$ cat src/rtl/fit_policy_block_allocator_core_assert.svh
// Assertion macros for the allocator RTL.
// No dependencies; included inside module bodies by bare file name.
`ifndef FIT_POLICY_BLOCK_ALLOCATOR_CORE_ASSERT_SVH
`define FIT_POLICY_BLOCK_ALLOCATOR_CORE_ASSERT_SVH

// Property checked on every clock edge outside reset (reset is active low)
`define FPBA_ASSERT(lbl, clk, rst_n, prop, msg) \
    lbl: assert property (@(posedge clk) disable iff (!rst_n) (prop)) else $error(msg);

// Property checked on every clock edge, reset included
`define FPBA_ASSERT_ALWAYS(lbl, clk, prop, msg) \
    lbl: assert property (@(posedge clk) (prop)) else $error(msg);

`endif

$ cat src/rtl/fpba_pkg.sv
// Shared types and constants for the fit-policy block allocator.
// No dependencies; imported by every RTL module of the block except fpba_ram.
`timescale 1ns / 1ps

package fpba_pkg;

    // Default sizing of the free-size table
    localparam int NUM_BLOCKS_DEF = 8;
    localparam int SIZE_WIDTH_DEF = 16;

    // Fixed field widths
    localparam int OP_W     = 1;
    localparam int SLOT_W   = 3;
    localparam int AMT_W    = 16;
    localparam int STATUS_W = 2;
    localparam int CHOSEN_W = 3;
    localparam int LEFT_W   = 16;
    localparam int POLICY_W = 2;

    // Item operation codes
    localparam logic [OP_W-1:0] OP_LOAD = 1'b0;
    localparam logic [OP_W-1:0] OP_REQ  = 1'b1;

    // Result status codes
    localparam logic [STATUS_W-1:0] ST_LOADED  = 2'd0;
    localparam logic [STATUS_W-1:0] ST_ALLOC   = 2'd1;
    localparam logic [STATUS_W-1:0] ST_NOALLOC = 2'd2;

    // Placement policy codes (the unused code behaves as first fit)
    localparam logic [POLICY_W-1:0] POL_FIRST = 2'd0;
    localparam logic [POLICY_W-1:0] POL_BEST  = 2'd1;
    localparam logic [POLICY_W-1:0] POL_WORST = 2'd2;

    // Commands from controller to datapath
    typedef struct packed {
        logic capture;   // latch a new item, clear the scan
        logic issue;     // read the next table entry
        logic finish;    // write back and load the result register
    } t_ctrl_cmd;

    // Status from datapath to controller
    typedef struct packed {
        logic scan_last; // the read being issued is the last entry
        logic out_free;  // result register can take a new result
    } t_ctrl_stat;

endpackage

$ cat src/rtl/fpba_ram.sv
// Generic single-write, single-read RAM with registered read data.
// No dependencies.
`timescale 1ns / 1ps

module fpba_ram #(
    parameter int WIDTH = 16,
    parameter int DEPTH = 8
) (
    input  logic                                       i_clk,
    input  logic                                       i_we,
    input  logic [((DEPTH > 1) ? $clog2(DEPTH) : 1)-1:0] i_waddr,
    input  logic [WIDTH-1:0]                           i_wdata,
    input  logic [((DEPTH > 1) ? $clog2(DEPTH) : 1)-1:0] i_raddr,
    output logic [WIDTH-1:0]                           o_rdata
);

    logic [WIDTH-1:0] r_mem [DEPTH];
    logic [WIDTH-1:0] r_rdata;

    // Write port and registered read port
    always_ff @(posedge i_clk) begin
        if (i_we) begin
            r_mem[i_waddr] <= i_wdata;
        end
        r_rdata <= r_mem[i_raddr];
    end

    assign o_rdata = r_rdata;

endmodule

$ cat src/rtl/fpba_ctrl.sv
// Sequencing state machine of the allocator: accept, scan, drain, finish.
// Depends on fpba_pkg.
`timescale 1ns / 1ps

module fpba_ctrl (
    input  logic                  i_clk,
    input  logic                  i_rst_n,
    input  logic                  i_in_valid,
    input  logic [fpba_pkg::OP_W-1:0] i_op,
    output logic                  o_in_ready,
    input  fpba_pkg::t_ctrl_stat  i_stat,
    output fpba_pkg::t_ctrl_cmd   o_cmd
);

    import fpba_pkg::*;

    typedef enum logic [3:0] {
        S_IDLE  = 4'b0001,
        S_SCAN  = 4'b0010,
        S_DRAIN = 4'b0100,
        S_DONE  = 4'b1000
    } t_state;

    t_state r_state;
    t_state n_state;
    logic   in_ready;

    assign in_ready = (r_state == S_IDLE);

    // Commands
    always_comb begin
        o_cmd         = '0;
        o_cmd.capture = i_in_valid && in_ready;
        o_cmd.issue   = (r_state == S_SCAN);
        o_cmd.finish  = (r_state == S_DONE) && i_stat.out_free;
    end

    // Next state
    always_comb begin
        n_state = r_state;
        case (r_state)
            S_IDLE: begin
                if (i_in_valid) begin
                    n_state = (i_op == OP_REQ) ? S_SCAN : S_DONE;
                end
            end
            S_SCAN: begin
                if (i_stat.scan_last) begin
                    n_state = S_DRAIN;
                end
            end
            S_DRAIN: begin
                n_state = S_DONE;
            end
            S_DONE: begin
                if (i_stat.out_free) begin
                    n_state = S_IDLE;
                end
            end
            default: begin
                n_state = S_IDLE;
            end
        endcase
    end

    always_ff @(posedge i_clk) begin
        if (!i_rst_n) begin
            r_state <= S_IDLE;
        end else begin
            r_state <= n_state;
        end
    end

    assign o_in_ready = in_ready;

endmodule

$ cat src/rtl/fpba_datapath.sv
// Datapath of the allocator: item registers, free-size table, scan and pick
// logic, write-back and result register. Depends on fpba_pkg, fpba_ram and the assert header.
`timescale 1ns / 1ps

module fpba_datapath #(
    parameter int NUM_BLOCKS = fpba_pkg::NUM_BLOCKS_DEF,
    parameter int SIZE_WIDTH = fpba_pkg::SIZE_WIDTH_DEF
) (
    input  logic                          i_clk,
    input  logic                          i_rst_n,
    input  fpba_pkg::t_ctrl_cmd           i_cmd,
    output fpba_pkg::t_ctrl_stat          o_stat,
    input  logic                          i_cfg_we,
    input  logic [fpba_pkg::POLICY_W-1:0] i_cfg_wdata,
    input  logic [fpba_pkg::OP_W-1:0]     i_op,
    input  logic [fpba_pkg::SLOT_W-1:0]   i_block_slot,
    input  logic [fpba_pkg::AMT_W-1:0]    i_amount,
    output logic                          o_out_valid,
    input  logic                          i_out_ready,
    output logic [fpba_pkg::STATUS_W-1:0] o_status,
    output logic [fpba_pkg::CHOSEN_W-1:0] o_chosen_block,
    output logic [fpba_pkg::LEFT_W-1:0]   o_left_over
);

    import fpba_pkg::*;

    `include "fit_policy_block_allocator_core_assert.svh"

    localparam int IDX_W = (NUM_BLOCKS > 1) ? $clog2(NUM_BLOCKS) : 1;
    localparam int CMP_W = SIZE_WIDTH + AMT_W;
    localparam int SX_W  = IDX_W + SLOT_W;
    localparam logic [SIZE_WIDTH-1:0] SIZE_MAX = '1;
    localparam logic [IDX_W-1:0]      LAST_IDX = IDX_W'(NUM_BLOCKS - 1);
    localparam logic [SX_W-1:0]       NB_SX    = SX_W'(NUM_BLOCKS);
    localparam logic [IDX_W:0]        NB_CHK   = (IDX_W + 1)'(NUM_BLOCKS);

    // Item and configuration registers
    logic [OP_W-1:0]       r_op;
    logic [SLOT_W-1:0]     r_slot;
    logic [AMT_W-1:0]      r_amount;
    logic [POLICY_W-1:0]   r_fit_policy;

    // Table state
    logic [NUM_BLOCKS-1:0] r_valid;
    logic [SIZE_WIDTH-1:0] rd_data;

    // Scan state
    logic [IDX_W-1:0]      r_idx;
    logic                  r_pend;
    logic [IDX_W-1:0]      r_pend_idx;
    logic                  r_rd_vld;
    logic                  r_found;
    logic [IDX_W-1:0]      r_best_idx;
    logic [SIZE_WIDTH-1:0] r_best_size;

    // Result register
    logic                  r_out_valid;
    logic [STATUS_W-1:0]   r_status;
    logic [CHOSEN_W-1:0]   r_chosen;
    logic [LEFT_W-1:0]     r_left;

    logic [CMP_W-1:0]      amt_ext;
    logic [SIZE_WIDTH-1:0] load_size;
    logic [CMP_W-1:0]      load_left;
    logic [SX_W-1:0]       slot_sx;
    logic                  slot_ok;
    logic [IDX_W-1:0]      slot_addr;
    logic [SIZE_WIDTH-1:0] cand_size;
    logic                  cand_fits;
    logic                  cand_better;
    logic                  take;
    logic [SIZE_WIDTH-1:0] req_size;
    logic [CMP_W-1:0]      req_left;
    logic [SX_W-1:0]       best_sx;
    logic                  is_load;
    logic                  ram_we;
    logic [IDX_W-1:0]      ram_waddr;
    logic [SIZE_WIDTH-1:0] ram_wdata;

    // Load: saturate the size, check the slot against the table depth
    assign amt_ext   = CMP_W'(r_amount);
    assign load_size = (amt_ext > CMP_W'(SIZE_MAX)) ? SIZE_MAX : amt_ext[SIZE_WIDTH-1:0];
    assign load_left = CMP_W'(load_size);
    assign slot_sx   = SX_W'(r_slot);
    assign slot_ok   = (slot_sx < NB_SX);
    assign slot_addr = slot_sx[IDX_W-1:0];
    assign is_load   = (r_op == OP_LOAD);

    // Candidate compare; an entry never written reads as size zero
    assign cand_size = r_rd_vld ? rd_data : '0;
    assign cand_fits = (CMP_W'(cand_size) >= amt_ext);

    always_comb begin
        case (r_fit_policy)
            POL_BEST:  cand_better = (cand_size < r_best_size);
            POL_WORST: cand_better = (cand_size > r_best_size);
            default:   cand_better = 1'b0;
        endcase
    end

    assign take = r_pend && cand_fits && (!r_found || cand_better);

    // Write-back of the chosen block
    assign req_size = r_best_size - amt_ext[SIZE_WIDTH-1:0];
    assign req_left = CMP_W'(req_size);
    assign best_sx  = SX_W'(r_best_idx);

    assign ram_we    = i_cmd.finish && (is_load ? slot_ok : r_found);
    assign ram_waddr = is_load ? slot_addr : r_best_idx;
    assign ram_wdata = is_load ? load_size : req_size;

    fpba_ram #(
        .WIDTH (SIZE_WIDTH),
        .DEPTH (NUM_BLOCKS)
    ) u_table (
        .i_clk   (i_clk),
        .i_we    (ram_we),
        .i_waddr (ram_waddr),
        .i_wdata (ram_wdata),
        .i_raddr (r_idx),
        .o_rdata (rd_data)
    );

    // Item capture
    always_ff @(posedge i_clk) begin
        if (i_cmd.capture) begin
            r_op     <= i_op;
            r_slot   <= i_block_slot;
            r_amount <= i_amount;
        end
    end

    // Policy register
    always_ff @(posedge i_clk) begin
        if (!i_rst_n) begin
            r_fit_policy <= POL_FIRST;
        end else if (i_cfg_we) begin
            r_fit_policy <= i_cfg_wdata;
        end
    end

    // Valid bits of the table
    always_ff @(posedge i_clk) begin
        if (!i_rst_n) begin
            r_valid <= '0;
        end else if (ram_we) begin
            r_valid[ram_waddr] <= 1'b1;
        end
    end

    // Scan control: one read per cycle, compare in the cycle after the read
    always_ff @(posedge i_clk) begin
        if (!i_rst_n) begin
            r_pend  <= 1'b0;
            r_found <= 1'b0;
            r_idx   <= '0;
        end else begin
            r_pend <= i_cmd.issue;
            if (i_cmd.capture) begin
                r_idx   <= '0;
                r_found <= 1'b0;
            end else begin
                if (i_cmd.issue) begin
                    r_idx <= r_idx + 1'b1;
                end
                if (take) begin
                    r_found <= 1'b1;
                end
            end
        end
    end

    // Scan payload
    always_ff @(posedge i_clk) begin
        r_pend_idx <= r_idx;
        r_rd_vld   <= r_valid[r_idx];
        if (take) begin
            r_best_idx  <= r_pend_idx;
            r_best_size <= cand_size;
        end
    end

    // Result register
    always_ff @(posedge i_clk) begin
        if (!i_rst_n) begin
            r_out_valid <= 1'b0;
        end else if (i_cmd.finish) begin
            r_out_valid <= 1'b1;
        end else if (i_out_ready) begin
            r_out_valid <= 1'b0;
        end
    end

    always_ff @(posedge i_clk) begin
        if (i_cmd.finish) begin
            if (is_load) begin
                r_status <= ST_LOADED;
                r_chosen <= r_slot;
                r_left   <= slot_ok ? load_left[LEFT_W-1:0] : '0;
            end else if (r_found) begin
                r_status <= ST_ALLOC;
                r_chosen <= best_sx[CHOSEN_W-1:0];
                r_left   <= req_left[LEFT_W-1:0];
            end else begin
                r_status <= ST_NOALLOC;
                r_chosen <= '0;
                r_left   <= '0;
            end
        end
    end

    always_comb begin
        o_stat           = '0;
        o_stat.scan_last = (r_idx == LAST_IDX);
        o_stat.out_free  = !r_out_valid || i_out_ready;
    end

    assign o_out_valid    = r_out_valid;
    assign o_status       = r_status;
    assign o_chosen_block = r_chosen;
    assign o_left_over    = r_left;

    // Checks
    `FPBA_ASSERT(a_no_wb_mid_scan, i_clk, i_rst_n, i_cmd.finish |-> !r_pend, "write-back during scan")
    `FPBA_ASSERT(a_result_from_finish, i_clk, i_rst_n, $rose(r_out_valid) |-> $past(i_cmd.finish), "result without finish")
    `FPBA_ASSERT(a_pick_in_range, i_clk, i_rst_n, r_found |-> ((IDX_W + 1)'(r_best_idx) < NB_CHK), "picked block out of range")

endmodule

$ cat src/rtl/fit_policy_block_allocator_core.sv
// Top level of the fit-policy block allocator: controller plus datapath.
// Depends on fpba_pkg, fpba_ctrl, fpba_datapath (and fpba_ram below it).
//
// Usage:
//   Input channel (i_in_valid / o_in_ready) carries one item: i_op selects a
//   load (writes i_amount into block i_block_slot) or a request for i_amount.
//   Output channel (o_out_valid / i_out_ready) returns one result per item:
//   o_status, o_chosen_block, o_left_over.
//   i_cfg_we / i_cfg_wdata writes the placement policy (first, best, worst fit).
// Sequence:
//   A load skips the scan and goes straight to write-back and the result
//   register; the next item is taken once the block is back in idle.
//   A request reads the free-size table through its single read port, one
//   entry per cycle for all NUM_BLOCKS entries, then a compare step, a
//   write-back step and a return to idle before the next acceptance.
// Reset (synchronous, active low) empties the table and selects first fit.
// A result waits in the output register while the receiver stalls; the block
// still takes and works the next item, then holds it until that register frees.
`timescale 1ns / 1ps

module fit_policy_block_allocator_core #(
    parameter int NUM_BLOCKS = fpba_pkg::NUM_BLOCKS_DEF,
    parameter int SIZE_WIDTH = fpba_pkg::SIZE_WIDTH_DEF
) (
    input  logic                          i_clk,
    input  logic                          i_rst_n,
    input  logic                          i_cfg_we,
    input  logic [fpba_pkg::POLICY_W-1:0] i_cfg_wdata,
    input  logic                          i_in_valid,
    output logic                          o_in_ready,
    input  logic [fpba_pkg::OP_W-1:0]     i_op,
    input  logic [fpba_pkg::SLOT_W-1:0]   i_block_slot,
    input  logic [fpba_pkg::AMT_W-1:0]    i_amount,
    output logic                          o_out_valid,
    input  logic                          i_out_ready,
    output logic [fpba_pkg::STATUS_W-1:0] o_status,
    output logic [fpba_pkg::CHOSEN_W-1:0] o_chosen_block,
    output logic [fpba_pkg::LEFT_W-1:0]   o_left_over
);

    import fpba_pkg::*;

    t_ctrl_cmd  cmd;
    t_ctrl_stat stat;

    // Sequencer
    fpba_ctrl u_ctrl (
        .i_clk      (i_clk),
        .i_rst_n    (i_rst_n),
        .i_in_valid (i_in_valid),
        .i_op       (i_op),
        .o_in_ready (o_in_ready),
        .i_stat     (stat),
        .o_cmd      (cmd)
    );

    // Table, scan and result datapath
    fpba_datapath #(
        .NUM_BLOCKS (NUM_BLOCKS),
        .SIZE_WIDTH (SIZE_WIDTH)
    ) u_datapath (
        .i_clk          (i_clk),
        .i_rst_n        (i_rst_n),
        .i_cmd          (cmd),
        .o_stat         (stat),
        .i_cfg_we       (i_cfg_we),
        .i_cfg_wdata    (i_cfg_wdata),
        .i_op           (i_op),
        .i_block_slot   (i_block_slot),
        .i_amount       (i_amount),
        .o_out_valid    (o_out_valid),
        .i_out_ready    (i_out_ready),
        .o_status       (o_status),
        .o_chosen_block (o_chosen_block),
        .o_left_over    (o_left_over)
    );

endmodule

$ cat config.mk
export PLATFORM = sky130hd
export DESIGN_NAME = fit_policy_block_allocator_core
export DESIGN_NICKNAME = d
export VERILOG_FILES = /design/src/rtl/fpba_pkg.sv /design/src/rtl/fpba_ram.sv /design/src/rtl/fpba_ctrl.sv /design/src/rtl/fpba_datapath.sv /design/src/rtl/fit_policy_block_allocator_core.sv
export VERILOG_INCLUDE_DIRS = /design/src /design/src/rtl
export SDC_FILE = /design/constraint.sdc
export NUM_CORES = 1
export LEC_CHECK = 0
export BUFFER_PORTS_ARGS = -buffer_cell sky130_fd_sc_hd__buf_2
export CAP_MARGIN = 20
export CORE_ASPECT_RATIO = 0.9
export CORE_MARGIN = 2
export CORE_UTILIZATION = 50
export DETAILED_ROUTE_END_ITERATION = 12
export GPL_ROUTABILITY_DRIVEN = 0
export GPL_TIMING_DRIVEN = 0
export PLACE_DENSITY_LB_ADDON = 0.1
export RECOVER_POWER = 50
export SYNTH_ARGS = -nofsm -noshare
export SYNTH_HDL_FRONTEND = slang
export SYNTH_SLANG_ARGS = --single-unit
$ cat constraint.sdc
create_clock -name i_clk -period 7.26 [get_ports i_clk]
set_input_delay 0 -clock i_clk [delete_from_list [all_inputs] [get_ports i_clk]]
set_output_delay 0 -clock i_clk [all_outputs]
set_load 0.02 [all_outputs]
After elaboration in Yosys (flattened, before gate mapping)
Memory sizes are Yosys's and may differ from the RTL's. A register that Yosys moved wholly into a read port is not among the register bits.
Cells that the tools add are included.
- memories: 1
- RAM bits: 128
- word-level logic and storage cells: 78
- output and inout bits: 23
- flip-flop bits (word level): 84
- ROM bits: 0
- latch bits: 0
- add/sub/neg operators: 2
- $lt $le $gt $ge: 8
- reduce and logical (&&, ||, !) cells: 13
- multiplexer cells: 25
- bitwise gates (word level): 2
- shift-type cells: 0
- equality and inequality tests: 10
- div/mod/pow operators: 0
- $mul: 0
- memory list (name ; depth ; width ; read ports ; clocked after Yosys merged registers in ; wr ports ; RTL line ; source):
    u_datapath.u_table.r_mem ; 8 ; 16 ; 1 ; 1 ; 1 ; fpba_ram.sv:17 ; logic [WIDTH-1:0] r_mem [DEPTH];
- operators by type and width (kind ; count):
    16-bit 2-to-1 mux ; 6
    16-bit greater-or-equal comparator ; 1
    16-bit greater-than comparator ; 1
    16-bit greater-than comparator, second input constant ; 1
    16-bit < comparator ; 1
    4-bit 2-to-1 mux ; 4
    4-bit case mux with 4 select lines ; 1
    16-bit subtractor ; 1
    3-bit by 4-bit < comparator with 1-bit output, second input constant ; 3
    3-bit 2-to-1 mux ; 3
    8-bit OR ; 1
    1-bit 2-to-1 mux ; 7
    1-bit logical AND ; 6
    4-bit by 1-bit equality test with 1-bit output, second input constant ; 1
    4-bit by 2-bit equality test with 1-bit output, second input constant ; 1
    4-bit by 3-bit equality test with 1-bit output, second input constant ; 1
    4-bit equality test, second input constant ; 1
    2-bit inequality test, second input constant ; 2
    3-bit by 1-bit adder with 3-bit output, second input constant ; 1
    1-bit binary-select mux with 3-bit select ; 1
    1-bit demux with 3-bit select ; 1
    3-bit equality test, second input constant ; 1
    3-bit by 1-bit greater-or-equal comparator with 1-bit output, second input constant ; 1
    3-bit AND reduction ; 1
    10 further kinds ; 12

Logic depth before layout (Yosys ltp)
Gate-level depths: netlist of run 1.
- depth in word-level cells: 6
- mapped depth: 11

Cells and area by module
A second synthesis of run 1 with hierarchy kept.
- cell total of the unflattened synthesis: 656
- area, all modules: 10077.2 µm²
- by module, submodules not included (module ; cells each ; instances ; area an instance (µm²)):
    fpba_ram ; 214 ; 1 ; 5293.8
    fpba_datapath ; 412 ; 1 ; 4495.6
    fpba_ctrl ; 30 ; 1 ; 287.8

Worst setup path before layout of run 1
OpenSTA, ideal clock, no wires.
- path type: register to register
- from: register u_datapath.r_rd_vld
- to: register u_datapath.r_best_idx[0] (enable)
- clock period less this slack: 4.055 ns
- cell stages (with the launch flop): 11
- slack: 3.205 ns
- path buffers: 2
- required time: 6.835 ns
- setup time: 0.425 ns
- data arrival time: 3.631 ns
- cells stage by stage: dfxtp_1 -> clkbuf_1 -> clkbuf_1 -> and2_1 -> ha_1 -> a2111oi_0 -> o21ai_0 -> a221o_1 -> nor2_1 -> mux2i_1 -> a211oi_1
- longest elaborated chain between the ends: 5
- RTL lines (item ; RTL line ; source):
    from (decl) ; fpba_datapath.sv:51 ; logic r_rd_vld;
    from (signal assigned) ; fpba_datapath.sv:176 ; r_rd_vld <= r_valid[r_idx];
    16-bit 2-to-1 mux (*) ; fpba_datapath.sv:90 ; assign cand_size = r_rd_vld ? rd_data : '0;
    via u_datapath.cand_size[11] ; fpba_datapath.sv:68 ; logic [SIZE_WIDTH-1:0] cand_size;
    16-bit greater-than comparator or 16-bit < comparator (tied branches) ; fpba_datapath.sv:96, fpba_datapath.sv:95 ;
    1-bit case mux with 2 select lines ; fpba_datapath.sv:94 ; case (r_fit_policy)
    1-bit logical OR ; fpba_datapath.sv:101 ; assign take = r_pend && cand_fits && (!r_found || cand_better);
    1-bit logical AND (*) ; fpba_datapath.sv:101 ;
    via u_datapath.take ; fpba_datapath.sv:71 ; logic take;
    to (signal assigned) ; fpba_datapath.sv:178 ; r_best_idx <= r_pend_idx;
    to (decl) ; fpba_datapath.sv:53 ; logic [IDX_W-1:0] r_best_idx;
Mark *: on every way through the listed nets, which the timed path passes. The rest lies on a longest branch.
A chain may end at the register's enable or synchronous reset.

Worst setup path after layout of run 1
- from: register u_datapath.r_rd_vld
- to: register u_datapath.r_best_size[13] (enable)
- longest elaborated chain between the ends: 5
- RTL lines (item ; RTL line ; source):
    16-bit 2-to-1 mux (*) ; fpba_datapath.sv:90 ;
    via u_datapath.cand_size[11] ; fpba_datapath.sv:68 ;
    16-bit greater-than comparator or 16-bit < comparator (tied branches) ; fpba_datapath.sv:96, fpba_datapath.sv:95 ;
    1-bit case mux with 2 select lines ; fpba_datapath.sv:94 ;
    1-bit logical OR ; fpba_datapath.sv:101 ;
    1-bit logical AND (*) ; fpba_datapath.sv:101 ;
    via u_datapath.take ; fpba_datapath.sv:71 ;
    to (signal assigned) ; fpba_datapath.sv:179 ; r_best_size <= cand_size;
    to (decl) ; fpba_datapath.sv:54 ; logic [SIZE_WIDTH-1:0] r_best_size;
Marked as above.

==> flow_summary.ini, run 1 <==
[placement]
port_buffers = 49
dp_hpwl_um = 16400
place_ws_ns = 3.46
place_area_um2 = 10800

[logic_synthesis]
netlist_area_um2 = 9990
async_reset_ff_share_pct = 0
synth_top_family_by_area = multiplexers
yosysTopAreaCell = edfxtp_1
yosys_register_bits = 228
synth_ff_type = edfxtp_1
synth_compound_area_share_pct = 6.78
syn_nets = 740
muxShareOfSynthArea_pct = 11.1
synthCells = 664
synth.avg_cell_area_um2 = 15.0
yosysUniqueCellTypes = 62
yosysTopAreaCellShare_pct = 56.5
synthTopCellsByArea = edfxtp_1 (57%), dfxtp_1 (8.0%), mux4_2 (7.7%)
synth_edf_count = 188
synth-xor-area-share_pct = 0.965
synthSimpleGateAreaFrac_pct = 7.92
yosysWarnings = 0
ys_seq_area_share_pct = 64.6
synthAdderAreaFrac_pct = 6.31

[worst_setup_path]
crit_path_start_kind = flip-flop
path_class = flip-flop to flip-flop
cp-end-kind = flip-flop
cp.required_ns = 7.48
path_max_fanout = 13
crit_arrival_ns = 4.03
r2r_slack_ns = 3.44

[detailed_routing]
drc = 0
num_vias = 5943
ant_nets = 0
post_drt_wl_per_cell_um = 21.3
drtPass1Iterations = 5
via_per_inst = 5.63
initialDrtViolationCount = 311
routed_wl_um = 22500

[sta]
tns_ns = 0
skew_ns = 0.0167
layout_min_cycle_time_ns = 3.82
slew_violations = 0
hold_violations = 0
hold_ws_ns = 0.195
worst_slew_pin_slew_ns = 1.12
fmax_mhz = 262
min_period_over_period_pct = 52.6
finalWorstSetupSlack_ns = 3.44
maxSlewHeadroom_pct = 25.2
rsz0062_at_grt = no
finalSetupViolations = 0

[finish]
layout_common_cells = edfxtp_1 (188), clkbuf_1 (58), ha_1 (48)
stdcell_area_um2 = 11800
nNetsFinal = 859
register_area_um2 = 6450
multi_input_area_um2 = 3320
n_fill_cell = 1547
syn_to_final_growth_pct = 18.1
drive_gt1_share_pct = 16.6
final_common_cell = edfxtp_1
antenna_cells = 0

[hold_path]
hold_class = input port to flip-flop

[cts]
ctsHoldBuffers = 27
path_clk_slew_ns = 0.06
cts_root_buffer = clkbuf_16
clk_latency_ns = 0.52
tritoncts = yes
cts_max_level = 1
cts_resized = 0
cts.sinks = 228
clockBufferDepth = 3
cts_setup_buffers = 0
cts-buffers-inserted = 24

[die]
fp.dieArea_um2 = 21100
start_util_pct = 50.4
dieWidth_um = 153
num_io_pins = 50
die_h_um = 138
placementRows = 49
core_area_um2 = 19800

[global_route]
grt_pass1_wl_um = 34900
grt_pass1_vias = 6101
grt_antenna_before_repair = 0
grt_overflow = 0
grt_use_total_pct = 21.7
grt_max_degree = 23

[pwr]
vdd_drop_max_mv = 0.181
finalPower_mw = 2.93
leakagePower_nw = 4.30
powerDensity_nw_per_um2 = 249

[outcome]
outcome = finished, final reports clean

[run]
cap_violations = 0
-- state kept, by name, indices dropped and copies added, names as in the netlist, 3 cells and up --
signal / cells
u_ctrl.r_state: 4
u_datapath.r_best_idx: 3
u_datapath.r_best_size: 16
u_datapath.r_pend_idx: 3
u_datapath.r_amount: 16
u_datapath.o_left_over: 16
u_datapath.o_chosen_block: 3
u_datapath.u_table.r_mem: 128
u_datapath.r_valid: 8
u_datapath.u_table.o_rdata: 16
u_datapath.r_slot: 3
u_datapath.r_idx: 3
-- through the flow --
step,util (%),instances
finish,59.5,1056
detailed placement,54.6,982
CTS,59.8,1053
global placement,53.3,968
floorplan,-,664
global route,59.5,1056
-- cell type report --
cell class                 count  share of cell area (%)
inverter                      41                    1.31
tap                          255                    2.71
sequential                   228                    54.7
buffer                        20                   0.647
multi-input combinational    375                    28.2
clock inverter                10                   0.934
timing repair buffer          93                    5.96
clock buffer                  34                    5.58
-- worst paths after layout --
check,cells after the start,start,endpoint
worst max-delay path,11,u_datapath.r_rd_vld$_DFF_P_,u_datapath.r_best_size[13]$_DFFE_PP_
worst min-delay path,2,i_amount[11],u_datapath.r_amount[11]$_DFFE_PP_
worst max register to register,11,u_datapath.r_rd_vld$_DFF_P_,u_datapath.r_best_size[13]$_DFFE_PP_
worst min register to register,0,u_datapath.r_idx[2]$_SDFFE_PP0P_,u_datapath.r_pend_idx[2]$_DFF_P_
-- logic make-up (layout without fill, tap and decap cells) --
kind of cell | count (synthesis) | in the layout
AO/OA/AOI/OAI | 99 | 99
XOR/XNOR | 11 | 11
adder cells (fa/ha/maj) | 50 | 50
buffers and inverters | 61 | 198
flip-flops | 228 | 228
multiplexers | 66 | 66
AND/OR/NAND/NOR | 149 | 149
-- power breakdown --
| part | total [mW] | leakage (nW) | internal (mW) | switching [mW] |
|---|---|---|---|---|
| clock | 1.19 | 0.380 | 0.704 | 0.484 |
| combinational | 0.258 | 1.92 | 0.0890 | 0.169 |
| sequential | 1.49 | 2.00 | 1.47 | 0.0122 |
-- critical path, cell delays in order (launching register included) --
cell and delay, ns:
dfxtp_1 0.40, clkbuf_1 0.32, clkbuf_1 0.34, and2_0 0.29, ha_1 0.28, a2111oi_0 0.39
o21ai_0 0.18, a221o_1 0.33, nor2_1 0.12, mux2i_1 0.12, a211oi_4 0.50, buf_8 0.23
-- synth_stat cells (all sizes together), types with 2 or more instances --
cell,count
o311a,2
a22o,4
buf,4
and3,7
xor2,4
o21ai,25
dfxtp,40
mux2,21
and2,19
nand2b,9
edfxtp,188
mux2i,11
xnor2,7
clkbuf,16
nor2b,6
nand4,5
o311ai,2
nand2,31
mux4,34
o21a,8
nor3,4
a21oi,19
a21boi,10
nor2,36
or4b,2
nor4b,3
a21o,10
a211oi,4
ha,48
nand3b,3
nand3,11
nand4b,2
o22ai,2
inv,40
or3,5
or2,2
-- metal layers --
metal	track usage [%]	share of wire, %
met5	0	0
met4	4.58	2.2
met3	3.17	4.1
met2	37.2	49
met1	29.9	45
Power figures use the tool's default switching activity.
==> run 2, diff against run 1 <==
==> constraint.sdc (replaced) <==
create_clock -name i_clk -period 3.2 [get_ports i_clk]
set_input_delay 0 -clock i_clk [delete_from_list [all_inputs] [get_ports i_clk]]
set_output_delay 0 -clock i_clk [all_outputs]
set_load 0.02 [all_outputs]
==> run 2 against run 1 <==
Worst setup slack got worse by 3.3 ns. Cell area rose by 0.90%. Clock skew down 0.0023 ns. Die area is the same. Clock-buffer cell count increased by 1. First-iteration DRC count increased by 20%. The run now ends with capacitance limit, slew limit left. Highest routed layer unchanged. Sequential cell count stayed put. Non-clock buffer count unchanged. Worst hold slack worse by 0.0069 ns. Combinational power up 130%. Maximum frequency is 24% higher. Largest cell class unchanged. Global-route usage down 0.79 points.
==> flow_summary.ini, run 2 (synthesis gave the netlist of run 1 again) <==
[die]
dieWidth_um = 153
placementRows = 49
core_area_um2 = 19800
num_io_pins = 50
die_h_um = 138
fp.dieArea_um2 = 21100
start_util_pct = 50.4

[pwr]
clkPwrFrac_pct = 42.3
p_int_mw = 5.35
p_seq_share_pct = 49.0
netSwitchingFraction_pct = 22.4
finalPower_mw = 6.89
switchingPower_mw = 1.54
vdd_drop_max_mv = 0.316
leakagePower_nw = 4.35
powerDensity_nw_per_um2 = 579
power.share.combinational_pct = 8.8

[placement]
dp_hpwl_um = 15700
port_buffers = 49

[detailed_routing]
initialDrtViolationCount = 373
drc = 0
num_vias = 5969
post_drt_wl_per_cell_um = 20.8
routed_wl_um = 22000
ant_nets = 0
via_per_inst = 5.65
drtPass1Iterations = 4

[worst_setup_path]
crit_path_start_kind = flip-flop
r2r_slack_ns = 0.11
r2r_start = u_datapath.r_rd_vld$_DFF_P_
crit_arrival_ns = 3.31
cp-end-kind = flip-flop
path_class = flip-flop to flip-flop
r2r_cells = 10
r2r_end = u_datapath.r_best_size[14]$_DFFE_PP_
cp.required_ns = 3.42
path_max_fanout = 19

[cts]
path_clk_slew_ns = 0.06
tritoncts = yes
clk_latency_ns = 0.53
clockBufferDepth = 3
cts.sinks = 228
cts_root_buffer = clkbuf_16
cts-buffers-inserted = 24
cts_max_level = 1

[finish]
multi_input_area_um2 = 3360
layout_common_cells = edfxtp_1 (188), clkbuf_1 (54), ha_1 (48)
register_area_um2 = 6450
n_fill_cell = 1526
drive_gt1_share_pct = 18.1
final_common_cell = edfxtp_1
nNetsFinal = 859
syn_to_final_growth_pct = 19.1
antenna_cells = 0
regMostFlops = u_datapath.u_table.r_mem
largest_register_ffs = 128

[sta]
rsz0062_at_grt = no
hold_ws_ns = 0.188
hold_violations = 0
finalSetupViolations = 0
maxSlewHeadroom_pct = -0.851
min_period_over_period_pct = 96.6
worst_slew_pin_slew_ns = 1.51
layout_min_cycle_time_ns = 3.09
fmax_mhz = 324
skew_ns = 0.0144
slew_violations = 23

[global_route]
grt_use_total_pct = 20.9
grt_pass1_wl_um = 34100
grt_max_degree = 23
grt_pass1_vias = 6059
grt_antenna_before_repair = 0
grt_overflow = 0

[hold_path]
hold_depth = 2
min_to = u_datapath.r_amount[14]$_DFFE_PP_
hold_class = input port to flip-flop
min_from = i_amount[14]

[run]
cap_violations = 1

[outcome]
violations = capacitance limit, slew limit
outcome = finished with violations
[run 2: cell types whose count changed in the layout (fill, tap and decap cells not counted), moves of 2 or more]
| cell | change |
|---|---|
| clkbuf_2 | +2 |
| clkbuf_1 | -4 |
| o21ai_0 | -2 |
| clkinv_2 | -3 |
| bufinv_16 | +2 |
| buf_16 | -2 |
| buf_4 | +2 |
[run 2: cell type report]
cell class | count | share of cell area [%]
inverters | 41 | 1.29
clock inverters | 9 | 1.45
clock buffers | 35 | 5.65
flip-flops and latches | 228 | 54.2
multi-input cells | 375 | 28.2
repair buffers | 94 | 5.85
plain buffers | 19 | 0.631
well taps | 255 | 2.68
[run 2: through the flow]
stage               worst slack, ns  utilization [%]  instances  setup TNS (ns)  cell area (um2)
floorplan                    0.0202                -        664               0            10000
global placement              -1.07             53.4        968         -158.71            10600
detailed placement           -0.793             54.3        978          -18.13            10800
CTS                          0.0227             60.1       1049               0            11900
global route                 0.0173             60.1       1056               0            11900
finish                        0.109             60.1       1056               0            11900
[run 2: worst max-delay path, cell delays in order, from the launching register on]
cell       delay, ns
dfxtp_2         0.43
clkbuf_2        0.23
and2_0          0.24
ha_1            0.27
a2111oi_0       0.39
o21ai_0         0.15
a221o_1         0.35
nor2_1          0.13
mux2i_1         0.13
a211oi_4        0.26
buf_12          0.20
[run 2: how the worst max path moves through the flow]
stage	startpoint	end	slack, ns	cells after the start
after detailed placement	u_datapath.r_rd_vld$_DFF_P_	u_datapath.r_best_idx[1]$_DFFE_PP_	-0.79	10
after global placement	u_ctrl.r_state[0]$_SDFFE_PN1P_	u_datapath.u_table.r_mem[1][0]$_DFFE_PP_	-1.07	4
final	u_datapath.r_rd_vld$_DFF_P_	u_datapath.r_best_size[14]$_DFFE_PP_	0.11	10
after floorplan	u_datapath.r_rd_vld$_DFF_P_	u_datapath.r_best_idx[0]$_DFFE_PP_	0.02	10
after CTS	u_datapath.r_best_size[0]$_DFFE_PP_	u_datapath.u_table.r_mem[0][14]$_DFFE_PP_	0.02	11
after global routing	u_datapath.r_best_size[0]$_DFFE_PP_	u_datapath.u_table.r_mem[1][14]$_DFFE_PP_	0.02	11
[run 2: routing by layer]
metal / up-vias / wire length, um / track usage, %
li1: 2770 / - / -
met1: 3005 / 10200 / 29.9
met2: 159 / 10200 / 33.7
met3: 35 / 1030 / 3.51
met4: 0 / 535 / 5.60
met5: - / 0 / 0
[run 2: repair_timing]
item                                    4_1_cts  5_1_grt
resized for setup                             4        4
endpoints found under the hold margin        32        0
endpoints found under the setup margin       43       43
setup buffers                                 1        2
pin swaps                                     1        3
hold buffers                                 27        0
[run 2: power by group through the flow]
stage	Combinational, mW	Sequential, mW	Clock, mW
after floorplan	0.352	3.43	0
after global placement	0.518	3.44	0
after detailed placement	0.555	3.44	0
after CTS	0.588	3.37	2.97
after global routing	0.658	3.38	3.07
final	0.603	3.37	2.91
